--- src/sv/s88m_pkg.sv ---
`default_nettype none
package s88m_pkg;

  // Largest number of 8-input groups the stores are built for
  localparam int MAX_GROUPS = 32;

  localparam int CNT_W  = $clog2(MAX_GROUPS + 1);
  localparam int BYTE_W = (MAX_GROUPS > 1) ? $clog2(MAX_GROUPS) : 1;
  localparam int BC_W   = $clog2(MAX_GROUPS * 8 + 1);

  // Configuration register indexes
  localparam logic [1:0] CFG_GROUP_COUNT   = 2'd0;
  localparam logic [1:0] CFG_HALF_CLOCK    = 2'd1;
  localparam logic [1:0] CFG_CONTROL_PULSE = 2'd2;
  localparam logic [1:0] CFG_SCAN_INTERVAL = 2'd3;

  // Sequencer phases
  localparam logic [3:0] PH_IDLE  = 4'd0;
  localparam logic [3:0] PH_PRE   = 4'd1;
  localparam logic [3:0] PH_LOAD  = 4'd2;
  localparam logic [3:0] PH_C0H   = 4'd3;
  localparam logic [3:0] PH_C0L   = 4'd4;
  localparam logic [3:0] PH_RSTH  = 4'd5;
  localparam logic [3:0] PH_RSTL  = 4'd6;
  localparam logic [3:0] PH_LOADL = 4'd7;
  localparam logic [3:0] PH_BH    = 4'd8;
  localparam logic [3:0] PH_BL    = 4'd9;

  typedef struct packed {
    logic [5:0]  group_count;
    logic [15:0] half_clock_ticks;
    logic [15:0] control_pulse_ticks;
    logic [23:0] scan_interval_ticks;
  } cfg_t;

  typedef struct packed {
    logic       clock_out;
    logic       load_out;
    logic       reset_out;
    logic       busy_res;
    logic       scan_done;
    logic [7:0] read_data;
  } res_t;

endpackage
`default_nettype wire

--- src/sv/s88m_seq.sv ---
`default_nettype none
module s88m_seq (
  input  wire logic          clk,
  input  wire logic          rst_n,
  input  wire logic          accept,
  input  wire logic          mode,
  input  wire logic          data_in,
  input  wire logic [4:0]    read_index,
  input  wire s88m_pkg::cfg_t cfg,
  output s88m_pkg::res_t     res
);
  import s88m_pkg::*;

  logic [3:0]       phase_r, phase_nxt;
  logic [15:0]      ptimer_r, ptimer_nxt;
  logic [BC_W-1:0]  bitcnt_r, bitcnt_nxt;
  logic [23:0]      itimer_r, itimer_nxt;
  logic [7:0]       capture_r  [MAX_GROUPS];
  logic [7:0]       capture_nxt[MAX_GROUPS];
  logic [7:0]       snap_r     [MAX_GROUPS];
  logic [7:0]       snap_nxt   [MAX_GROUPS];

  logic [CNT_W-1:0] count;
  logic [23:0]      it_inc;
  logic             start;
  logic [3:0]       ph_cur, line_ph;
  logic [15:0]      pt_cur, dur;
  logic [16:0]      pt_sum;
  logic [BC_W-1:0]  bc_cur, bc_inc;
  logic             expire, sample, last, done;

  always_comb begin
    // group count clamped to 1..MAX_GROUPS
    if (cfg.group_count == 6'd0) begin
      count = CNT_W'(1);
    end else if (CNT_W'(cfg.group_count) > CNT_W'(MAX_GROUPS) ||
                 32'(cfg.group_count) > MAX_GROUPS) begin
      count = CNT_W'(MAX_GROUPS);
    end else begin
      count = CNT_W'(cfg.group_count);
    end

    it_inc = (itimer_r == '1) ? itimer_r : itimer_r + 24'd1;
    start  = (phase_r == PH_IDLE) && (it_inc >= cfg.scan_interval_ticks);

    ph_cur = start ? PH_PRE : phase_r;
    pt_cur = start ? 16'd0 : ptimer_r;
    bc_cur = start ? '0 : bitcnt_r;
    for (int i = 0; i < MAX_GROUPS; i++) begin
      capture_nxt[i] = start ? 8'd0 : capture_r[i];
    end

    dur = (ph_cur == PH_C0H || ph_cur == PH_C0L || ph_cur == PH_BH || ph_cur == PH_BL) ?
          cfg.half_clock_ticks : cfg.control_pulse_ticks;
    pt_sum = {1'b0, pt_cur} + 17'd1;
    expire = (ph_cur != PH_IDLE) && (pt_sum >= {1'b0, dur});
    sample = expire && (ph_cur == PH_C0L || ph_cur == PH_BL);
    bc_inc = bc_cur + BC_W'(1);

    for (int i = 0; i < MAX_GROUPS; i++) begin
      if (sample && data_in && (32'(bc_cur[BC_W-1:3]) == i)) begin
        capture_nxt[i][bc_cur[2:0]] = 1'b1;
      end
    end

    last = (32'(bc_inc) >= 32'(count) * 8);
    done = expire && (ph_cur == PH_BL) && last;

    // phase advance
    phase_nxt = ph_cur;
    if (expire) begin
      case (ph_cur)
        PH_PRE:   phase_nxt = PH_LOAD;
        PH_LOAD:  phase_nxt = PH_C0H;
        PH_C0H:   phase_nxt = PH_C0L;
        PH_C0L:   phase_nxt = PH_RSTH;
        PH_RSTH:  phase_nxt = PH_RSTL;
        PH_RSTL:  phase_nxt = PH_LOADL;
        PH_LOADL: phase_nxt = PH_BH;
        PH_BH:    phase_nxt = PH_BL;
        PH_BL:    phase_nxt = last ? PH_IDLE : PH_BH;
        default:  phase_nxt = PH_IDLE;
      endcase
    end

    ptimer_nxt = (ph_cur == PH_IDLE) ? pt_cur : (expire ? 16'd0 : pt_sum[15:0]);
    bitcnt_nxt = sample ? bc_inc : bc_cur;
    itimer_nxt = start ? 24'd0 : it_inc;

    for (int i = 0; i < MAX_GROUPS; i++) begin
      snap_nxt[i] = snap_r[i];
      if (done) begin
        snap_nxt[i] = (i < 32'(count)) ? capture_nxt[i] : 8'd0;
      end
    end

    // result word
    line_ph       = mode ? phase_r : ph_cur;
    res.clock_out = (line_ph == PH_C0H) || (line_ph == PH_BH);
    res.load_out  = (line_ph == PH_LOAD) || (line_ph == PH_C0H) || (line_ph == PH_C0L) ||
                    (line_ph == PH_RSTH) || (line_ph == PH_RSTL);
    res.reset_out = (line_ph == PH_RSTH);
    res.busy_res  = (line_ph != PH_IDLE);
    res.scan_done = !mode && done;
    res.read_data = (mode && (32'(read_index) < 32'(count))) ?
                    snap_r[BYTE_W'(read_index)] : 8'd0;
  end

  always_ff @(posedge clk) begin
    if (!rst_n) begin
      phase_r  <= PH_IDLE;
      ptimer_r <= 16'd0;
      bitcnt_r <= '0;
      itimer_r <= 24'd0;
      for (int i = 0; i < MAX_GROUPS; i++) begin
        capture_r[i] <= 8'd0;
        snap_r[i]    <= 8'd0;
      end
    end else if (accept && !mode) begin
      phase_r  <= phase_nxt;
      ptimer_r <= ptimer_nxt;
      bitcnt_r <= bitcnt_nxt;
      itimer_r <= itimer_nxt;
      for (int i = 0; i < MAX_GROUPS; i++) begin
        capture_r[i] <= capture_nxt[i];
        snap_r[i]    <= snap_nxt[i];
      end
    end
  end

endmodule
`default_nettype wire

--- src/sv/s88m_out.sv ---
`default_nettype none
module s88m_out (
  input  wire logic           clk,
  input  wire logic           rst_n,
  input  wire logic           in_valid,
  output logic                in_stall,
  input  wire s88m_pkg::res_t res,
  output logic                out_valid,
  input  wire logic           out_stall,
  output s88m_pkg::res_t      out_res,
  output logic                accept
);
  import s88m_pkg::*;

  logic valid_r, valid_nxt;
  res_t res_r;

  // take a new word whenever the result register is empty or draining
  assign in_stall  = valid_r && out_stall;
  assign accept    = in_valid && !in_stall;
  assign valid_nxt = accept || (valid_r && out_stall);

  always_ff @(posedge clk) begin
    if (!rst_n) begin
      valid_r <= 1'b0;
    end else begin
      valid_r <= valid_nxt;
    end
  end

  always_ff @(posedge clk) begin
    if (accept) begin
      res_r <= res;
    end
  end

  assign out_valid = valid_r;
  assign out_res   = res_r;

endmodule
`default_nettype wire

--- src/sv/s88_bus_scan_master.sv ---
`default_nettype none
// channel | direction | handshake           | payload
// in      | in        | in_valid / in_stall | in_mode, in_data_in, in_read_index
// out     | out       | out_valid/out_stall | out_clock_out .. out_read_data
// cfg     | in        | cfg_valid/cfg_ready | cfg_index, cfg_data
//
// One word per cycle in while in_stall is low, one result word per word, registered.
// The sequencer state and the result register both sit behind a single pass of logic.
// rst_n (synchronous) clears the sequencer, the capture and snapshot stores,
// and loads the config defaults.
// The in channel stalls only while a result waits and out_stall is high.
// cfg_ready is always high.
module s88_bus_scan_master (
  input  wire logic        clk,
  input  wire logic        rst_n,
  input  wire logic        in_valid,
  output logic             in_stall,
  input  wire logic        in_mode,
  input  wire logic        in_data_in,
  input  wire logic [4:0]  in_read_index,
  output logic             out_valid,
  input  wire logic        out_stall,
  output logic             out_clock_out,
  output logic             out_load_out,
  output logic             out_reset_out,
  output logic             out_busy_res,
  output logic             out_scan_done,
  output logic [7:0]       out_read_data,
  input  wire logic        cfg_valid,
  output logic             cfg_ready,
  input  wire logic [1:0]  cfg_index,
  input  wire logic [23:0] cfg_data
);
  import s88m_pkg::*;

  cfg_t cfg_r;
  res_t res, out_res;
  logic accept;

  assign cfg_ready = 1'b1;

  // configuration registers
  always_ff @(posedge clk) begin
    if (!rst_n) begin
      cfg_r.group_count         <= 6'd2;
      cfg_r.half_clock_ticks    <= 16'd50;
      cfg_r.control_pulse_ticks <= 16'd10;
      cfg_r.scan_interval_ticks <= 24'd20000;
    end else if (cfg_valid && cfg_ready) begin
      case (cfg_index)
        CFG_GROUP_COUNT:   cfg_r.group_count         <= cfg_data[5:0];
        CFG_HALF_CLOCK:    cfg_r.half_clock_ticks    <= cfg_data[15:0];
        CFG_CONTROL_PULSE: cfg_r.control_pulse_ticks <= cfg_data[15:0];
        CFG_SCAN_INTERVAL: cfg_r.scan_interval_ticks <= cfg_data;
        default: ;
      endcase
    end
  end

  // bus sequencer, capture and snapshot stores
  s88m_seq u_seq (
    .clk        (clk),
    .rst_n      (rst_n),
    .accept     (accept),
    .mode       (in_mode),
    .data_in    (in_data_in),
    .read_index (in_read_index),
    .cfg        (cfg_r),
    .res        (res)
  );

  // result register
  s88m_out u_out (
    .clk       (clk),
    .rst_n     (rst_n),
    .in_valid  (in_valid),
    .in_stall  (in_stall),
    .res       (res),
    .out_valid (out_valid),
    .out_stall (out_stall),
    .out_res   (out_res),
    .accept    (accept)
  );

  assign out_clock_out = out_res.clock_out;
  assign out_load_out  = out_res.load_out;
  assign out_reset_out = out_res.reset_out;
  assign out_busy_res  = out_res.busy_res;
  assign out_scan_done = out_res.scan_done;
  assign out_read_data = out_res.read_data;

endmodule
`default_nettype wire

--- config.mk ---
export PLATFORM = sky130hd
export DESIGN_NAME = s88_bus_scan_master
export DESIGN_NICKNAME = d
export VERILOG_FILES = /design/src/sv/s88m_pkg.sv /design/src/sv/s88m_seq.sv /design/src/sv/s88m_out.sv /design/src/sv/s88_bus_scan_master.sv
export SDC_FILE = /design/constraint.sdc
export NUM_CORES = 1
export LEC_CHECK = 0
export ABC_AREA = 1
export BUFFER_PORTS_ARGS = -buffer_cell sky130_fd_sc_hd__buf_2
export CORE_UTILIZATION = 52
export CTS_BUF_LIST = sky130_fd_sc_hd__clkbuf_2 sky130_fd_sc_hd__clkbuf_4 sky130_fd_sc_hd__clkbuf_8
export DETAILED_ROUTE_END_ITERATION = 8
export MAX_ROUTING_LAYER = met4
export PLACE_DENSITY = 0.68
export SYNTH_ARGS = -nofsm -noshare
export SYNTH_HDL_FRONTEND = slang
export SYNTH_HIERARCHICAL = 1
export SYNTH_SLANG_ARGS = --single-unit
--- constraint.sdc ---
create_clock -name clk -period 30.6 [get_ports clk]
set_clock_uncertainty 0.05 [all_clocks]
set_input_delay 9.18 -clock clk [delete_from_list [all_inputs] [get_ports clk]]
set_output_delay 9.18 -clock clk [all_outputs]
set_load 0.01 [all_outputs]
==> flow_summary.json <==
{
  "rows": 90,
  "clock_path_buffers": 3,
  "slew_violations": 146,
  "hpwl_um": 54500,
  "top_layer": "met4",
  "io_pins": 54,
  "root_buffer": "clkbuf_8",
  "synth_xor_area_share_pct": 0.828,
  "drt_iter0_drc": 3209,
  "synth_nets": 3549,
  "grt_max_degree": 238,
  "cts_tree": "done",
  "viasPerCell": 6.08,
  "fin_crit_ns": 18.75,
  "wl_met3_um": 9090,
  "antenna_found_initial": 2,
  "drv_cap": 0,
  "grt_pass1_wl_um": 142000,
  "met2_length_um": 42700,
  "die_w_um": 249,
  "critPathRequiredTime_ns": 21.37,
  "drtAntennaViolNets": 0,
  "fin_nets": 3533,
  "grt-ovfl-total": 0,
  "yosysWarnings": 6,
  "final_util_pct": 57.2,
  "postSynthCellCount": 3458,
  "synth-edff-count": 525,
  "first_global_vias": 25300,
  "critPathKind": "primary input to output port",
  "synth_adder_area_share_pct": 2.09,
  "rsz0062_at_grt": "no",
  "setup_violations": 0,
  "h-tree-depth": 3,
  "met1_length_um": 37000,
  "fp.dieH_um": 249,
  "synthesis.area_sq_mm": 0.0317,
  "track_usage_pct": 30.1,
  "gp_congestion": 0.911,
  "worst_slew_pin_slew_ns": 1.57,
  "cts_buffers": 108,
  "fmax_ghz": 0.0533,
  "cpPeakStageDelay_ns": 0.13,
  "dr.pass1.iters": 6,
  "setup_tns_ns": 0,
  "synth_compound_area_share_pct": 14.9,
  "core_sq_mm": 0.0604,
  "min_period_over_period_pct": 61.3,
  "synthArstFlopShare_pct": 0,
  "p_per_area_mw_per_mm2": 55.8,
  "ctsHoldBuffers": 0,
  "worstPathCellList": "buf_2 > nand2_2 > inv_2 > buf_2",
  "synth_area_per_cell_sq_um": 9.17,
  "clkTransAtPathRegs_ns": 0.06,
  "numClockSinks": 641,
  "fin_hold_ws_ns": 0.405,
  "num_vias": 26200,
  "synth-simple-area-share_pct": 18.9,
  "ys_ff_latch": 641,
  "route.detailed.drc": 0,
  "final_cells": 4312,
  "syn_to_final_growth_pct": 8.92,
  "synth_top_family_by_area": "simple AND/OR/NAND/NOR gates",
  "post-cts-setup-buffers": 0,
  "wire_per_inst_um": 21.2,
  "cp-end-kind": "output port",
  "ys_seq_area_share_pct": 57.0,
  "synth_top_area_share_pct": 49.7,
  "dp_cells": 4114,
  "wirelength_um": 91600,
  "cts_resized": 0,
  "path_max_fanout": 2,
  "failed_checks": "slew limit",
  "min_path_type": "register to register",
  "synthFlopType": "edfxtp_1",
  "crit_buf_inv": 3,
  "synth_most_common_cell": "nand2_1",
  "slowest_stage": "buf_2",
  "slew_headroom_pct": -4.82,
  "yosysTopAreaCell": "edfxtp_1",
  "ys_top_cells_by_count": "nand2_1, a21oi_1, edfxtp_1",
  "start_kind": "primary input",
  "synth_cell_type_count": 56,
  "io_buffers": 52,
  "vdd_ir_drop_max_mv": 0.0395,
  "leakage_nw": 13.4,
  "finalHoldViolations": 0,
  "clock_latency_ns": 0.72,
  "dieArea_sq_mm": 0.0620,
  "drive_gt1_share_pct": 8.99,
  "arrival_ns": 9.52,
  "synthTopCellsByArea": "edfxtp_1, a21oi_1, nand2_1, dfxtp_1, nand3_1",
  "status": "complete, but fails checks",
  "synthMuxAreaShare_pct": 0.509,
  "cp_top_family": "buffers and inverters",
  "cp_common_cell": "buf_2",
  "start_util_pct": 52.5
}
-- layer usage --
layer,vias up,global-route usage (%)
met5,-,-
met4,0,11.0
met3,189,5.21
met2,1402,46.5
met1,12500,40.1
li1,12100,-
-- cell type report --
cell class	instances	area (sq um)
antenna	2	5.00
clock inverter	42	348
sequential	641	18100
tap	782	978
timing repair buffer	81	518
clock buffer	154	1880
inverter	220	838
fill	5289	25800
multi-input combinational	2390	11900
-- worst min-delay path, cell delays in order (launching register included) --
cell and delay, ns:
dfxtp_1 0.30, nand2_1 0.06, nand2_1 0.05
-- flip-flops by register name, summed over array words and instances, names as in the netlist --
signal           flops
u_seq/snap_r       256
u_seq/itimer_r      24
u_seq/ptimer_r      16
u_out/out_valid      1
u_seq/bitcnt_r       9
cfg_r               62
u_seq/phase_r        4
u_seq/capture_r    256
u_out/out_res       13
-- metrics by stage --
stage	setup slack [ns]	instance area [sq um]	power [mW]
5_1_grt	11.81	34500	2.00
6_report	11.85	34500	1.93
3_5_place_dp	11.85	32300	1.15
4_1_cts	11.84	34500	1.94
2_1_floorplan	12.07	31700	1.11
3_3_place_gp	11.82	32300	1.15
-- cell families after synthesis --
kind of cell | count (synthesis)
and+or+nand+nor | 1414
AOI/OAI and AO/OA | 876
DFF | 641
buffers and inverters | 427
adders and majority gates | 53
xor gates and xnor gates | 30
muxes | 16
other | 1
-- path summary, 6_finish.rpt --
kind | startpoint | to | slack (ns) | depth (start not counted)
min reg2reg | u_seq/bitcnt_r[8] | u_seq/bitcnt_r[8] | 0.40 | 2
max reg2reg | u_seq/itimer_r[0] | u_seq/snap_r[18][0] | 19.42 | 42
min | u_seq/bitcnt_r[8] | u_seq/bitcnt_r[8] | 0.40 | 2
max | out_stall | in_stall | 11.85 | 4
-- power breakdown --
part	switching, mW	total [mW]	internal [mW]
combinational	0.0969	0.130	0.0335
sequential	0.0143	1.00	0.990
clock	0.349	0.794	0.445
-- placed cells by master (no fill, tap or decap), types with 8 or more instances in the layout --
master    instances
nor3_1           17
clkinv_1         24
dfxtp_1         116
clkbuf_8        116
clkbuf_4         38
a22oi_1          14
nand4_2           8
o311ai_0         16
ha_1             53
nand4_1          18
inv_2            11
inv_1           203
nor2_1          237
o31ai_1           8
clkinv_2         12
a221o_1          11
nand2_1         776
edfxtp_1        525
mux2i_1          15
buf_4            27
xor2_1           29
nand3_2          11
a21oi_1         672
buf_2            51
o21ai_0          92
nand3_1         310
nor2_2            8
o22ai_1          15
Power figures use the tool's default switching activity.
